<file path="config.mk">
export PLATFORM = sky130hd
export DESIGN_NAME = one_wire_thermometer_master
export DESIGN_NICKNAME = d
export VERILOG_FILES = /design/src/owtm_pkg.sv /design/src/owtm_front.sv /design/src/owtm_back.sv /design/src/one_wire_thermometer_master.sv
export SDC_FILE = /design/constraint.sdc
export NUM_CORES = 1
export LEC_CHECK = 0
export ABC_AREA = 1
export BUFFER_PORTS_ARGS = -buffer_cell sky130_fd_sc_hd__buf_2
export CELL_PAD_IN_SITES_DETAIL_PLACEMENT = 1
export CELL_PAD_IN_SITES_GLOBAL_PLACEMENT = 1
export CORE_UTILIZATION = 45
export CTS_CLUSTER_DIAMETER = 200
export CTS_CLUSTER_SIZE = 40
export DETAILED_ROUTE_END_ITERATION = 12
export GPL_TIMING_DRIVEN = 0
export HOLD_SLACK_MARGIN = 0.08
export PLACE_DENSITY = 0.83
export SYNTH_ARGS = -nofsm -noshare
export SYNTH_HDL_FRONTEND = slang
export SYNTH_HIERARCHICAL = 1
export SYNTH_SLANG_ARGS = --single-unit
</file>
<file path="constraint.sdc">
create_clock -name clk -period 4.75 [get_ports clk]
set_input_delay 0.2375 -clock clk [delete_from_list [all_inputs] [get_ports clk]]
set_output_delay 0.2375 -clock clk [all_outputs]
set_load 0.05 [all_outputs]
</file>
<file path="src/owtm_pkg.sv">
// shared types and constants of the thermometer bus master
package owtm_pkg;

  // default width of the microsecond timer
  localparam int TIMER_BITS_DEF = 10;

  // command opcodes
  localparam logic [2:0] OP_TICK      = 3'd0;
  localparam logic [2:0] OP_RESET     = 3'd1;
  localparam logic [2:0] OP_WRITE     = 3'd2;
  localparam logic [2:0] OP_READ_BYTE = 3'd3;
  localparam logic [2:0] OP_READ_BIT  = 3'd4;
  localparam logic [2:0] OP_READ_TEMP = 3'd5;

  // configuration register indexes
  localparam logic [2:0] CFG_RESET_LOW     = 3'd0;
  localparam logic [2:0] CFG_PRESENCE_WAIT = 3'd1;
  localparam logic [2:0] CFG_RESET_REC     = 3'd2;
  localparam logic [2:0] CFG_SLOT_START    = 3'd3;
  localparam logic [2:0] CFG_WRITE_SLOT    = 3'd4;
  localparam logic [2:0] CFG_READ_SAMPLE   = 3'd5;
  localparam logic [2:0] CFG_READ_REC      = 3'd6;

  // configuration reset values
  localparam logic [9:0] DEF_RESET_LOW     = 10'd480;
  localparam logic [9:0] DEF_PRESENCE_WAIT = 10'd60;
  localparam logic [9:0] DEF_RESET_REC     = 10'd420;
  localparam logic [9:0] DEF_SLOT_START    = 10'd1;
  localparam logic [9:0] DEF_WRITE_SLOT    = 10'd60;
  localparam logic [9:0] DEF_READ_SAMPLE   = 10'd14;
  localparam logic [9:0] DEF_READ_REC      = 10'd45;

  // device command bytes
  localparam logic [7:0] DEV_SKIP_ROM  = 8'hcc;
  localparam logic [7:0] DEV_CONVERT   = 8'h44;
  localparam logic [7:0] DEV_READ_PAD  = 8'hbe;

  // fraction step in ten-thousandths
  localparam logic [13:0] FRAC_STEP = 14'd625;

  // bits in a byte transfer
  localparam logic [3:0] BYTE_BITS = 4'd8;

  // thermometer sequence steps
  localparam logic [3:0] STEP_RESET_A   = 4'd0;
  localparam logic [3:0] STEP_SKIP_A    = 4'd1;
  localparam logic [3:0] STEP_CONVERT   = 4'd2;
  localparam logic [3:0] STEP_POLL      = 4'd3;
  localparam logic [3:0] STEP_RESET_B   = 4'd4;
  localparam logic [3:0] STEP_SKIP_B    = 4'd5;
  localparam logic [3:0] STEP_READ_PAD  = 4'd6;
  localparam logic [3:0] STEP_LOW_BYTE  = 4'd7;
  localparam logic [3:0] STEP_HIGH_BYTE = 4'd8;
  localparam logic [3:0] STEP_RESET_C   = 4'd9;

  // queue depth between front and back
  localparam int QUEUE_DEPTH = 2;

  // item class decided by the front
  typedef enum logic [1:0] {
    KIND_TICK,
    KIND_CMD,
    KIND_NOP
  } kind_t;

  // bus phases
  typedef enum logic [3:0] {
    PH_IDLE,
    PH_RST_LOW,
    PH_RST_WAIT,
    PH_RST_REC,
    PH_WR_LOW,
    PH_WR_HOLD,
    PH_RD_LOW,
    PH_RD_WAIT,
    PH_RD_REC
  } phase_t;

  // classified item passed from front to back
  typedef struct packed {
    kind_t      kind;
    logic [2:0] opcode;
    logic [7:0] data_byte;
    logic       line_level;
  } item_t;

  // width of the packed result beat
  localparam int RES_BITS  = 34;
  localparam int OUT_BYTES = (RES_BITS + 7) / 8;

endpackage

</file>
<file path="src/owtm_front.sv">
// front end: classifies accepted beats and queues them for the engine
module owtm_front import owtm_pkg::*; (
  input  logic        clk,
  input  logic        rst_n,
  input  logic        in_tvalid,
  output logic        in_tready,
  input  logic [15:0] in_tdata,   // data_byte[7:0], line_level[8], zero pad
  input  logic [2:0]  in_tuser,   // opcode[2:0]
  output logic        q_valid,
  input  logic        q_pop,
  output item_t       q_item
);

  localparam int PTR_BITS = (QUEUE_DEPTH > 1) ? $clog2(QUEUE_DEPTH) : 1;
  localparam int CNT_BITS = $clog2(QUEUE_DEPTH + 1);

  item_t                queue_r [QUEUE_DEPTH];
  logic [PTR_BITS-1:0]  wr_ptr_r, wr_ptr_nxt;
  logic [PTR_BITS-1:0]  rd_ptr_r, rd_ptr_nxt;
  logic [CNT_BITS-1:0]  count_r, count_nxt;
  item_t                item_in;
  logic                 push;
  logic                 pop;

  // classify the incoming opcode
  always_comb begin
    item_in.opcode     = in_tuser;
    item_in.data_byte  = in_tdata[7:0];
    item_in.line_level = in_tdata[8];
    if (in_tuser == OP_TICK) begin
      item_in.kind = KIND_TICK;
    end else if (in_tuser <= OP_READ_TEMP) begin
      item_in.kind = KIND_CMD;
    end else begin
      item_in.kind = KIND_NOP;
    end
  end

  assign in_tready = (count_r != CNT_BITS'(QUEUE_DEPTH));
  assign push      = in_tvalid && in_tready;
  assign pop       = q_pop && q_valid;
  assign q_valid   = (count_r != '0);
  assign q_item    = queue_r[rd_ptr_r];

  // pointer and count update
  always_comb begin
    wr_ptr_nxt = wr_ptr_r;
    rd_ptr_nxt = rd_ptr_r;
    count_nxt  = count_r;
    if (push) begin
      wr_ptr_nxt = (wr_ptr_r == PTR_BITS'(QUEUE_DEPTH - 1)) ? '0 : wr_ptr_r + 1'b1;
    end
    if (pop) begin
      rd_ptr_nxt = (rd_ptr_r == PTR_BITS'(QUEUE_DEPTH - 1)) ? '0 : rd_ptr_r + 1'b1;
    end
    if (push && !pop) begin
      count_nxt = count_r + 1'b1;
    end else if (pop && !push) begin
      count_nxt = count_r - 1'b1;
    end
  end

  // queue control registers
  always_ff @(posedge clk) begin
    if (!rst_n) begin
      wr_ptr_r <= '0;
      rd_ptr_r <= '0;
      count_r  <= '0;
    end else begin
      wr_ptr_r <= wr_ptr_nxt;
      rd_ptr_r <= rd_ptr_nxt;
      count_r  <= count_nxt;
    end
  end

  // queue storage
  always_ff @(posedge clk) begin
    if (push) begin
      queue_r[wr_ptr_r] <= item_in;
    end
  end

endmodule

</file>
<file path="src/owtm_back.sv">
// back end: bus timing engine, configuration registers and result register
module owtm_back import owtm_pkg::*; #(
  parameter int TIMER_BITS = TIMER_BITS_DEF
) (
  input  logic                 clk,
  input  logic                 rst_n,
  input  logic                 cfg_valid,
  output logic                 cfg_ready,
  input  logic [2:0]           cfg_index,
  input  logic [9:0]           cfg_data,
  input  logic                 q_valid,
  output logic                 q_pop,
  input  item_t                q_item,
  output logic                 out_tvalid,
  input  logic                 out_tready,
  output logic [OUT_BYTES*8-1:0] out_tdata
);

  localparam logic [TIMER_BITS:0] CNT_MAX = (TIMER_BITS+1)'((1 << TIMER_BITS) - 1);

  // configuration
  logic [9:0] reset_low_r, presence_wait_r, reset_rec_r, slot_start_r;
  logic [9:0] write_slot_r, read_sample_r, read_rec_r;

  // engine state
  phase_t                phase_r, phase_nxt;
  logic [TIMER_BITS-1:0] us_cnt_r, us_cnt_nxt;
  logic [3:0]            bit_cnt_r, bit_cnt_nxt;
  logic [7:0]            shift_r, shift_nxt;
  logic [3:0]            step_r, step_nxt;
  logic [7:0]            temp_low_r, temp_low_nxt;
  logic                  presence_r, presence_nxt;
  logic [2:0]            active_r, active_nxt;

  // result register
  logic                  out_valid_r;
  logic [RES_BITS-1:0]   out_data_r;

  logic                  busy;
  logic                  single_bit;
  logic                  finish;
  logic                  fin;
  logic                  launch;
  logic                  rejected;
  logic [9:0]            len_raw;
  logic [TIMER_BITS:0]   len_eff;
  logic [TIMER_BITS:0]   cnt_inc;
  logic                  drive_low;
  logic [7:0]            read_data;
  logic [6:0]            temp_whole;
  logic [13:0]           temp_frac;
  logic [RES_BITS-1:0]   result;

  assign cfg_ready  = 1'b1;
  assign busy       = (phase_r != PH_IDLE);
  assign single_bit = (active_r == OP_READ_BIT) ||
                      ((active_r == OP_READ_TEMP) && (step_r == STEP_POLL));
  assign q_pop      = q_valid && (!out_valid_r || out_tready);

  // duration of the current phase, zero treated as one, capped at timer range
  always_comb begin
    case (phase_r)
      PH_RST_LOW:            len_raw = reset_low_r;
      PH_RST_WAIT:           len_raw = presence_wait_r;
      PH_RST_REC:            len_raw = reset_rec_r;
      PH_WR_LOW, PH_RD_LOW:  len_raw = slot_start_r;
      PH_WR_HOLD:            len_raw = write_slot_r;
      PH_RD_WAIT:            len_raw = read_sample_r;
      default:               len_raw = read_rec_r;
    endcase
    len_eff = (len_raw == '0) ? (TIMER_BITS+1)'(1) : (TIMER_BITS+1)'(len_raw);
    if (len_eff > CNT_MAX) begin
      len_eff = CNT_MAX;
    end
    cnt_inc = (TIMER_BITS+1)'(us_cnt_r) + 1'b1;
  end

  // next state of the engine
  always_comb begin
    phase_nxt    = phase_r;
    us_cnt_nxt   = us_cnt_r;
    bit_cnt_nxt  = bit_cnt_r;
    shift_nxt    = shift_r;
    step_nxt     = step_r;
    temp_low_nxt = temp_low_r;
    presence_nxt = presence_r;
    active_nxt   = active_r;
    finish       = 1'b0;
    fin          = 1'b0;
    launch       = 1'b0;
    rejected     = 1'b0;

    case (q_item.kind)
      KIND_TICK: begin
        if (busy) begin
          if (cnt_inc < len_eff) begin
            us_cnt_nxt = cnt_inc[TIMER_BITS-1:0];
          end else begin
            us_cnt_nxt = '0;
            case (phase_r)
              PH_RST_LOW:  phase_nxt = PH_RST_WAIT;
              PH_RST_WAIT: begin
                presence_nxt = q_item.line_level;
                phase_nxt    = PH_RST_REC;
              end
              PH_WR_LOW:   phase_nxt = PH_WR_HOLD;
              PH_WR_HOLD: begin
                shift_nxt   = {1'b0, shift_r[7:1]};
                bit_cnt_nxt = bit_cnt_r + 1'b1;
                if (bit_cnt_nxt >= BYTE_BITS) begin
                  finish = 1'b1;
                end else begin
                  phase_nxt = PH_WR_LOW;
                end
              end
              PH_RD_LOW:   phase_nxt = PH_RD_WAIT;
              PH_RD_WAIT: begin
                if (single_bit) begin
                  shift_nxt = {7'd0, q_item.line_level};
                end else begin
                  shift_nxt = {q_item.line_level, shift_r[7:1]};
                end
                bit_cnt_nxt = bit_cnt_r + 1'b1;
                phase_nxt   = PH_RD_REC;
              end
              PH_RD_REC: begin
                if (single_bit || (bit_cnt_r >= BYTE_BITS)) begin
                  finish = 1'b1;
                end else begin
                  phase_nxt = PH_RD_LOW;
                end
              end
              PH_RST_REC:  finish = 1'b1;
              default:     phase_nxt = PH_IDLE;
            endcase
          end
        end
      end
      KIND_CMD: begin
        if (busy) begin
          rejected = 1'b1;
        end else begin
          active_nxt = q_item.opcode;
          step_nxt   = STEP_RESET_A;
          us_cnt_nxt = '0;
          case (q_item.opcode)
            OP_WRITE: begin
              shift_nxt   = q_item.data_byte;
              bit_cnt_nxt = '0;
              phase_nxt   = PH_WR_LOW;
            end
            OP_READ_BYTE, OP_READ_BIT: begin
              bit_cnt_nxt = '0;
              phase_nxt   = PH_RD_LOW;
            end
            default: phase_nxt = PH_RST_LOW;
          endcase
        end
      end
      default: ;
    endcase

    // end of a basic operation: finish the command, repeat the poll or advance the thermometer sequence
    if (finish) begin
      if (active_r != OP_READ_TEMP) begin
        fin = 1'b1;
      end else if ((step_r == STEP_POLL) && !shift_nxt[0]) begin
        bit_cnt_nxt = '0;
        phase_nxt   = PH_RD_LOW;
      end else begin
        if (step_r == STEP_LOW_BYTE) begin
          temp_low_nxt = shift_nxt;
        end
        if (step_r >= STEP_RESET_C) begin
          fin = 1'b1;
        end else begin
          step_nxt = step_r + 1'b1;
          launch   = 1'b1;
        end
      end
    end

    // start the next step of the sequence
    if (launch) begin
      case (step_nxt)
        STEP_SKIP_A, STEP_SKIP_B: begin
          shift_nxt   = DEV_SKIP_ROM;
          bit_cnt_nxt = '0;
          phase_nxt   = PH_WR_LOW;
        end
        STEP_CONVERT: begin
          shift_nxt   = DEV_CONVERT;
          bit_cnt_nxt = '0;
          phase_nxt   = PH_WR_LOW;
        end
        STEP_READ_PAD: begin
          shift_nxt   = DEV_READ_PAD;
          bit_cnt_nxt = '0;
          phase_nxt   = PH_WR_LOW;
        end
        STEP_POLL, STEP_LOW_BYTE, STEP_HIGH_BYTE: begin
          bit_cnt_nxt = '0;
          phase_nxt   = PH_RD_LOW;
        end
        default: phase_nxt = PH_RST_LOW;
      endcase
    end

    if (fin) begin
      phase_nxt = PH_IDLE;
    end
  end

  // result fields for this beat
  always_comb begin
    case (phase_nxt)
      PH_RST_LOW, PH_WR_LOW, PH_RD_LOW: drive_low = 1'b1;
      PH_WR_HOLD:                       drive_low = ~shift_nxt[0];
      default:                          drive_low = 1'b0;
    endcase
    read_data  = '0;
    temp_whole = '0;
    temp_frac  = '0;
    if (fin && ((active_r == OP_READ_BYTE) || (active_r == OP_READ_BIT))) begin
      read_data = shift_nxt;
    end
    if (fin && (active_r == OP_READ_TEMP)) begin
      temp_whole = {shift_nxt[2:0], temp_low_r[7:4]};
      temp_frac  = 14'(temp_low_r[3:0]) * FRAC_STEP;
    end
    result = {temp_frac, temp_whole, read_data, presence_nxt, rejected, fin,
              (phase_nxt != PH_IDLE), drive_low};
  end

  // configuration registers
  always_ff @(posedge clk) begin
    if (!rst_n) begin
      reset_low_r     <= DEF_RESET_LOW;
      presence_wait_r <= DEF_PRESENCE_WAIT;
      reset_rec_r     <= DEF_RESET_REC;
      slot_start_r    <= DEF_SLOT_START;
      write_slot_r    <= DEF_WRITE_SLOT;
      read_sample_r   <= DEF_READ_SAMPLE;
      read_rec_r      <= DEF_READ_REC;
    end else if (cfg_valid && cfg_ready) begin
      case (cfg_index)
        CFG_RESET_LOW:     reset_low_r     <= cfg_data;
        CFG_PRESENCE_WAIT: presence_wait_r <= cfg_data;
        CFG_RESET_REC:     reset_rec_r     <= cfg_data;
        CFG_SLOT_START:    slot_start_r    <= cfg_data;
        CFG_WRITE_SLOT:    write_slot_r    <= cfg_data;
        CFG_READ_SAMPLE:   read_sample_r   <= cfg_data;
        CFG_READ_REC:      read_rec_r      <= cfg_data;
        default: ;
      endcase
    end
  end

  // engine state registers
  always_ff @(posedge clk) begin
    if (!rst_n) begin
      phase_r    <= PH_IDLE;
      us_cnt_r   <= '0;
      bit_cnt_r  <= '0;
      shift_r    <= '0;
      step_r     <= '0;
      temp_low_r <= '0;
      presence_r <= 1'b0;
      active_r   <= '0;
    end else if (q_pop) begin
      phase_r    <= phase_nxt;
      us_cnt_r   <= us_cnt_nxt;
      bit_cnt_r  <= bit_cnt_nxt;
      shift_r    <= shift_nxt;
      step_r     <= step_nxt;
      temp_low_r <= temp_low_nxt;
      presence_r <= presence_nxt;
      active_r   <= active_nxt;
    end
  end

  // result register
  always_ff @(posedge clk) begin
    if (!rst_n) begin
      out_valid_r <= 1'b0;
    end else if (q_pop) begin
      out_valid_r <= 1'b1;
    end else if (out_tready) begin
      out_valid_r <= 1'b0;
    end
  end

  always_ff @(posedge clk) begin
    if (q_pop) begin
      out_data_r <= result;
    end
  end

  assign out_tvalid = out_valid_r;
  assign out_tdata  = {{(OUT_BYTES*8-RES_BITS){1'b0}}, out_data_r};

endmodule

</file>
<file path="src/one_wire_thermometer_master.sv">
// top level: thermometer bus master, one result beat per input beat
// path: an accepted beat is held in the queue, then popped into the result register
// throughput: one beat per cycle unless result beats stall; one engine step per beat
// the two-entry queue lets input beats flow on while a result beat is held
// reset: synchronous, active low; engine idle, timing registers to defaults
module one_wire_thermometer_master import owtm_pkg::*; #(
  parameter int TIMER_BITS = TIMER_BITS_DEF
) (
  input  logic                   clk,
  input  logic                   rst_n,
  input  logic                   in_tvalid,
  output logic                   in_tready,
  input  logic [15:0]            in_tdata,   // data_byte[7:0], line_level[8], zero pad
  input  logic [2:0]             in_tuser,   // opcode[2:0]
  output logic                   out_tvalid,
  input  logic                   out_tready,
  // drive_low[0], busy_res[1], done_res[2], rejected[3], no_presence[4],
  // read_data[12:5], temp_whole[19:13], temp_fraction[33:20], zero pad
  output logic [OUT_BYTES*8-1:0] out_tdata,
  input  logic                   cfg_valid,
  output logic                   cfg_ready,
  input  logic [2:0]             cfg_index,
  input  logic [9:0]             cfg_data
);

  item_t q_item;
  logic  q_valid;
  logic  q_pop;

  // classify and queue
  owtm_front u_front (
    .clk       (clk),
    .rst_n     (rst_n),
    .in_tvalid (in_tvalid),
    .in_tready (in_tready),
    .in_tdata  (in_tdata),
    .in_tuser  (in_tuser),
    .q_valid   (q_valid),
    .q_pop     (q_pop),
    .q_item    (q_item)
  );

  // bus engine and result beat
  owtm_back #(
    .TIMER_BITS (TIMER_BITS)
  ) u_back (
    .clk        (clk),
    .rst_n      (rst_n),
    .cfg_valid  (cfg_valid),
    .cfg_ready  (cfg_ready),
    .cfg_index  (cfg_index),
    .cfg_data   (cfg_data),
    .q_valid    (q_valid),
    .q_pop      (q_pop),
    .q_item     (q_item),
    .out_tvalid (out_tvalid),
    .out_tready (out_tready),
    .out_tdata  (out_tdata)
  );

endmodule

</file>
# Word level (Yosys, flattened, before mapping)
# Memory sizes are Yosys's and may differ from the RTL's. A register that Yosys moved wholly into a read port is not among the register bits.
# Cells that the tools add are included.
[totals]
memories = 1
out_inout_bits = 43
elab_cells = 205
register_bits = 151
ram_bits = 28
input_bits = 37
[classes]
bitwise_logic = 4
reduce_logical = 46
mux = 79
add_sub_neg = 7
magnitude_cmp = 6
multipliers = 1
eq_ne = 38
[memory_table]
columns = ["memory", "words", "word_bits", "rd", "rd_clocked_by_memory_dff", "wr", "line_no", "rtl"]
rows = [
  ["u_front.queue_r", 2, 14, 1, 1, 1, "owtm_front.sv:17", "item_t queue_r [QUEUE_DEPTH];"],
]
[ops]
columns = ["operator", "count"]
rows = [
  ["two-way mux 4 bit", 26],
  ["one-hot mux 10 bit (6 select lines)", 1],
  ["two-way mux 8 bit", 6],
  ["== test 4 x 3 -> 1 bit (second input constant)", 11],
  ["two-way mux 10 bit", 4],
  ["one-hot mux 4 bit (8 select lines)", 1],
  ["one-hot mux 8 bit (2 select lines)", 2],
  ["two-way mux 1 bit", 26],
  ["one-hot mux 8 bit (3 select lines)", 1],
  ["== test 4 x 2 -> 1 bit (second input constant)", 5],
  ["one-hot mux 10 bit (2 select lines)", 1],
  ["== test 3 bit (second input constant)", 6],
  ["one-hot mux 4 bit (2 select lines)", 2],
  ["== test 3 x 2 -> 1 bit (second input constant)", 5],
  ["multiplier 4 x 10 -> 14 bit (second input constant)", 1],
  ["AND reduction 2 bit", 7],
  ["== test 4 x 1 -> 1 bit (second input constant)", 3],
  [">= comparator 4 bit (second input constant)", 3],
  ["one-hot mux 3 bit (2 select lines)", 2],
  ["adder 10 x 1 -> 11 bit (second input constant)", 1],
  ["greater-than comparator 11 x 10 -> 1 bit (second input constant)", 1],
  ["less-than comparator 11 bit", 1],
  ["two-way mux 11 bit", 1],
  ["logical NOT 10 bit", 1],
  ["29 further kinds", 63],
]

# Depth between registers and ports, before layout
[depth]
ltp_word = 24
ltp_mapped = 33
mapped_depth_nobuf = 32

# By module
# The synthesis kept the hierarchy.
[modules_own_cells]
columns = ["mod", "cells_each", "area_each_um2", "seq_area_each_um2", "instances"]
rows = [
  ["owtm_back", 1095, 7970.1, 3253.1, 1],
  ["owtm_front", 84, 1271.2, 940.9, 1],
]

# Worst setup path after synthesis
# OpenSTA, ideal clock, no wires.
[synth_path]
kind = "reg-to-reg"
from = "register u_back.phase_r[0]"
to = "register u_back.out_data_r[0], data pin"
path_slack_ns = 1.445
t_required_ns = 4.495
stages_incl_launch_ff = 29
arrival_time_ns = 3.049
synth_period_minus_slack_ns = 3.305
n_path_buf = 2
setup_time_ns = 0.255
path_cell_list = "dfxtp_1 buf_6 inv_2 nor2_2 buf_2 nand3_1 nand2_1 nor2_1 nand2_1 nand2_1 ha_1 a21oi_1 nor2_1 a211oi_1 o2111ai_1 inv_1 nand2_2 nand2_2 inv_2 o21ai_2 inv_2 nand4_4 inv_2 nor2_4 nand3_2 nand2_1 nand2_1 nand2_1 a21oi_1"
[synth_via]
elab_chain_len = 24
word_cells_on_any_way = 71
cone_classes = "order compare (2); eq/ne (19); mux (40); bitwise (1); reduce/logical (9)"
[synth_lines]
columns = ["element", "line_no", "rtl"]
rows = [
  ["start: declaration", "owtm_back.sv:26", "phase_t phase_r, phase_nxt;"],
  ["start signal: assignment", "owtm_back.sv:271", "phase_r <= phase_nxt;"],
  ["== test 4 x 3 -> 1 bit", "owtm_back.sv:62, owtm_back.sv:100", ""],
  ["OR reduction 2 bit", "owtm_back.sv:62", "case (phase_r)"],
  ["one-hot mux 10 bit (6 select lines)", "owtm_back.sv:62", ""],
  ["logical NOT 10 bit", "owtm_back.sv:71", "len_eff = (len_raw == '0) ? (TIMER_BITS+1)'(1) : (TIMER_BITS+1)'(len_raw);"],
  ["two-way mux 10 bit", "owtm_back.sv:71", ""],
  ["greater-than comparator 11 x 10 -> 1 bit", "owtm_back.sv:72", "if (len_eff > CNT_MAX) begin"],
  ["two-way mux 11 bit", "owtm_back.sv:72", ""],
  ["less-than comparator 11 bit", "owtm_back.sv:96", "if (cnt_inc < len_eff) begin"],
  ["(+9 left out)", "-", ""],
  ["OR reduction 4 bit (no source line) / OR reduction 3 bit (equally long branches)", "-", ""],
  ["one-hot mux 3 bit (2 select lines)", "owtm_back.sv:185", "case (step_nxt)"],
  ["two-way mux 4 bit", "owtm_back.sv:184", "if (launch) begin"],
  ["two-way mux 4 bit", "owtm_back.sv:209", "if (fin) begin"],
  ["== test 4 x 1 -> 1 bit / == test 4 x 3 -> 1 bit (equally long branches)", "owtm_back.sv:216", "case (phase_nxt)"],
  ["OR reduction 3 bit", "owtm_back.sv:216", ""],
  ["one-hot mux 1 bit (2 select lines) (*)", "owtm_back.sv:216", ""],
  ["net u_back.drive_low", "owtm_back.sv:48", "logic drive_low;"],
  ["end signal: assignment", "owtm_back.sv:295", "out_data_r <= result;"],
  ["end: declaration", "owtm_back.sv:37", "logic [RES_BITS-1:0] out_data_r;"],
]
# The timed path passes the listed nets; every way through them passes the cells marked *.
# A chain may end at the register's enable or synchronous reset.

# Final worst setup path
[layout_path]
from = "register u_back.phase_r[2]"
to = "register u_back.shift_r[6]"
[layout_via]
elab_chain_len = 20
word_cells_on_any_way = 43
cone_classes = "order compare (2); eq/ne (12); mux (23); reduce/logical (6)"
[layout_lines]
columns = ["element", "line_no", "rtl"]
rows = [
  ["== test 4 x 3 -> 1 bit", "owtm_back.sv:62", ""],
  ["OR reduction 2 bit", "owtm_back.sv:62", ""],
  ["one-hot mux 10 bit (6 select lines)", "owtm_back.sv:62", ""],
  ["logical NOT 10 bit", "owtm_back.sv:71", ""],
  ["two-way mux 10 bit", "owtm_back.sv:71", ""],
  ["greater-than comparator 11 x 10 -> 1 bit", "owtm_back.sv:72", ""],
  ["two-way mux 11 bit", "owtm_back.sv:72", ""],
  ["less-than comparator 11 bit", "owtm_back.sv:96", ""],
  ["(+4 left out)", "-", ""],
  ["logical AND 1 bit", "owtm_back.sv:167", "end else if ((step_r == STEP_POLL) && !shift_nxt[0]) begin"],
  ["two-way mux 4 bit", "owtm_back.sv:167", ""],
  ["two-way mux 4 bit", "owtm_back.sv:165", "if (active_r != OP_READ_TEMP) begin"],
  ["two-way mux 4 bit", "owtm_back.sv:164", "if (finish) begin"],
  ["== test 4 x 1 -> 1 bit / == test 4 x 3 -> 1 bit (equally long branches)", "owtm_back.sv:185", ""],
  ["OR reduction 2 bit", "-", ""],
  ["one-hot mux 8 bit (3 select lines)", "owtm_back.sv:185", ""],
  ["two-way mux 8 bit (*)", "owtm_back.sv:184", ""],
  ["end signal: assignment", "owtm_back.sv:274", "shift_r <= shift_nxt;"],
  ["end: declaration", "owtm_back.sv:29", "logic [7:0] shift_r, shift_nxt;"],
]
# Mark *: on every way between the ends. The rest lies on a longest branch, timed or not.

==> out/results.ini <==
[sta]
final-setup-viol-count=0
timing.final.ws_setup_ns=0.378
drv_slew=0
skew_ns=0.0169
timing.final.crit_period_ns=4.37
grt_setup_unrepaired=false
fin_setup_tns_ns=0
hold_viol_final=0
tightest_slew_ns=1.26
fmax_mhz=229
final.period_utilization=0.920
fin_hold_ws_ns=0.138
relSlewSlack=0.154

[placed_design]
place_inst=1520
dp_slack_ns=0.515
io_buffers=65
place_congestion=0.901
post_dp_cell_area_um2=9940
post-dp-hpwl_um=20800

[die]
die_height_um=145
die-area_um2=21100
io_pins=80
core-area_um2=20200
start_util=0.458
fp.dieW_um=145
row_count=52

[routing]
dr_total_vias=8571
routedWlPerCell_um=18.7
drt_iter0_drc=544
via_per_inst=5.48
drc=1
ant_nets=0
drtPass1Iterations=11
drt-total-wl_um=29300

[clock_tree]
clock_sinks=179
cts-root-buf=clkbuf_16
cts_max_level=4
clk_pin_slew_worst_paths_ns=0.07
clkLatencyLatePin_ns=0.44
postCtsSetupBuffers=0
cts_buffers=17
cts.path.max_buffers=2
cts_tree=yes
cts.repair.resized=0
holdBufCountCts=13

[cells_and_area]
finalCoreUtilization=0.528
fillers=2556
drive_gt1_frac=0.141
regArea_um2=4190
multi_input_area_um2=4330
final_nets=1352
layout_commonest_cell=nand2_1
layout_common_cells=nand2_1 (212), nor2_1 (180), dfxtp_1 (118)
syn2layout_area_growth_pct=15.3
n_antenna_cell=0
finalNonFillerCells=1565
fin_area_um2=10700

[run_status]
violations=DRC
status=finished with violations

[power_and_ir_drop]
switching_share=0.443
p_int_mw=3.30
p_seq_frac=0.345
leakagePower_nw=4.74
vdd_drop_max_mv=0.294
clockPowerShare=0.238
switchingPower_mw=2.62
finalPower_mw=5.92
powerDensity_nw_per_um2=556
p_comb_frac=0.418

[grt]
use_met2=0.496
use_met3=0.0371
antenna_found_initial=0
grt_pass1_wl_um=46900
grt_pass1_vias=8730
use_met1=0.365
grt_use_total=0.285
busiest_layer=met2
grt_max_degree=36
grt-ovfl-total=0

[synthesis]
yosysWarnings=6
synth_seq_cells=179
synth_top_area_frac=0.256
netlist_area_um2=9240
syn_avg_cell_area_um2=7.84
yosysSeqAreaShare=0.454
postSynthCellCount=1179
yosysTopAreaCell=dfxtp_1
yosys-top-cells-area=dfxtp_1 (26%), edfxtp_1 (20%), nand2_1 (8.6%)
yosysUniqueCellTypes=47

[critical_path]
crit_path_max_fanout=10
crit_type=reg2reg
cp.required_ns=5.09
end_kind=flop
worstSetupStartpointType=flop
arrival_ns=4.72

[worst_hold_path]
hp-class=in2reg

[flow_run]
cap_violations=0

## cell families after synthesis
kind of cell,share of synthesized area
adder cells (fa/ha/maj),0.0471
other,0.000813
multiplexers,0.0194
buffers and inverters,0.0804
flip-flops,0.454
AO/OA/AOI/OAI,0.130
XOR/XNOR,0.0123
AND/OR/NAND/NOR,0.256
## flip-flops by register name (all words and copies together) (netlist names), 3 cells and up, named ones only
register / flops
u_back/active_r: 3
u_back/read_sample_r: 10
u_back/reset_low_r: 10
u_back/phase_r: 4
u_back/presence_wait_r: 10
u_back/out_data_r: 33
u_back/shift_r: 8
u_back/write_slot_r: 10
u_back/slot_start_r: 10
u_back/bit_cnt_r: 4
u_back/us_cnt_r: 10
u_back/step_r: 4
u_front/queue_r: 28
u_back/temp_low_r: 8
u_back/read_rec_r: 10
u_back/reset_rec_r: 10
## path summary, 6_finish.rpt
path	cells past startpoint	slack (ns)	end	start
worst min-delay path	3	0.14	u_back/read_rec_r[0]$_SDFFE_PN1P_	cfg_data[0]
worst max register to register	22	0.38	u_back/shift_r[6]$_SDFFE_PN0P_	u_back/phase_r[2]$_SDFFE_PN0P_
worst min register to register	2	0.45	u_back/write_slot_r[9]$_SDFFE_PN0P_	u_back/write_slot_r[9]$_SDFFE_PN0P_
worst max-delay path	22	0.38	u_back/shift_r[6]$_SDFFE_PN0P_	u_back/phase_r[2]$_SDFFE_PN0P_
## critical path, cell delays in order, from the launching register on
cell       delay [ns]
dfxtp_1          0.38
inv_2            0.20
nand2_1          0.12
nor2_1           0.52
nand2_1          0.13
nand2_1          0.09
nor2_1           0.06
nand3_1          0.11
inv_1            0.06
ha_1             0.31
nand4_1          0.14
o2111ai_1        0.30
inv_1            0.12
nand2_2          0.12
buf_2            0.21
nand2_2          0.15
nor3_1           0.17
a21oi_1          0.06
o21ai_0          0.44
nand2_1          0.11
o211ai_1         0.18
nor2_1           0.08
a211oi_1         0.20
## metal layers
| metal | part of all wire | vias to the layer above |
|---|---|---|
| met4 | 0.022 | 0 |
| met1 | 0.44 | 4175 |
| met2 | 0.49 | 258 |
| li1 | - | 4088 |
| met5 | 0 | - |
| met3 | 0.048 | 50 |
## synth_stat cells (all sizes together)
| cell | number |
|---|---|
| nand4 | 15 |
| edfxtp | 61 |
| ha | 30 |
| fa | 3 |
| buf | 17 |
| clkbuf | 25 |
| a31oi | 3 |
| o311ai | 1 |
| and2 | 1 |
| nand3 | 82 |
| nor3 | 12 |
| conb | 2 |
| a211oi | 5 |
| o211ai | 16 |
| dfxtp | 118 |
| o22ai | 1 |
| nor2 | 190 |
| o21ai | 110 |
| xor2 | 7 |
| or2 | 11 |
| o2111ai | 1 |
| clkinv | 12 |
| nand3b | 1 |
| mux2 | 15 |
| xnor2 | 6 |
| nand2 | 224 |
| o21a | 1 |
| o221ai | 6 |
| mux2i | 1 |
| inv | 126 |
| nor3b | 1 |
| a21oi | 75 |
## layout make-up
class	instances	share of cell area
Inverter	138	0.0486
Tap cell	270	0.0317
Clock inverter	12	0.00845
Timing Repair Buffer	79	0.0446
Sequential cell	179	0.394
Multi-Input combinational cell	825	0.406
Buffer	42	0.0213
Clock buffer	20	0.0459
## power groups by stage
stage	logic, mW	registers (mW)	clock network, mW
after floorplan	1.24	2.54	0
after global placement	2.33	2.06	0
after detailed placement	2.41	2.07	0
after CTS	2.44	2.04	1.42
after global routing	2.66	2.07	1.48
final	2.48	2.04	1.41
(Power assumes the default switching activity.)
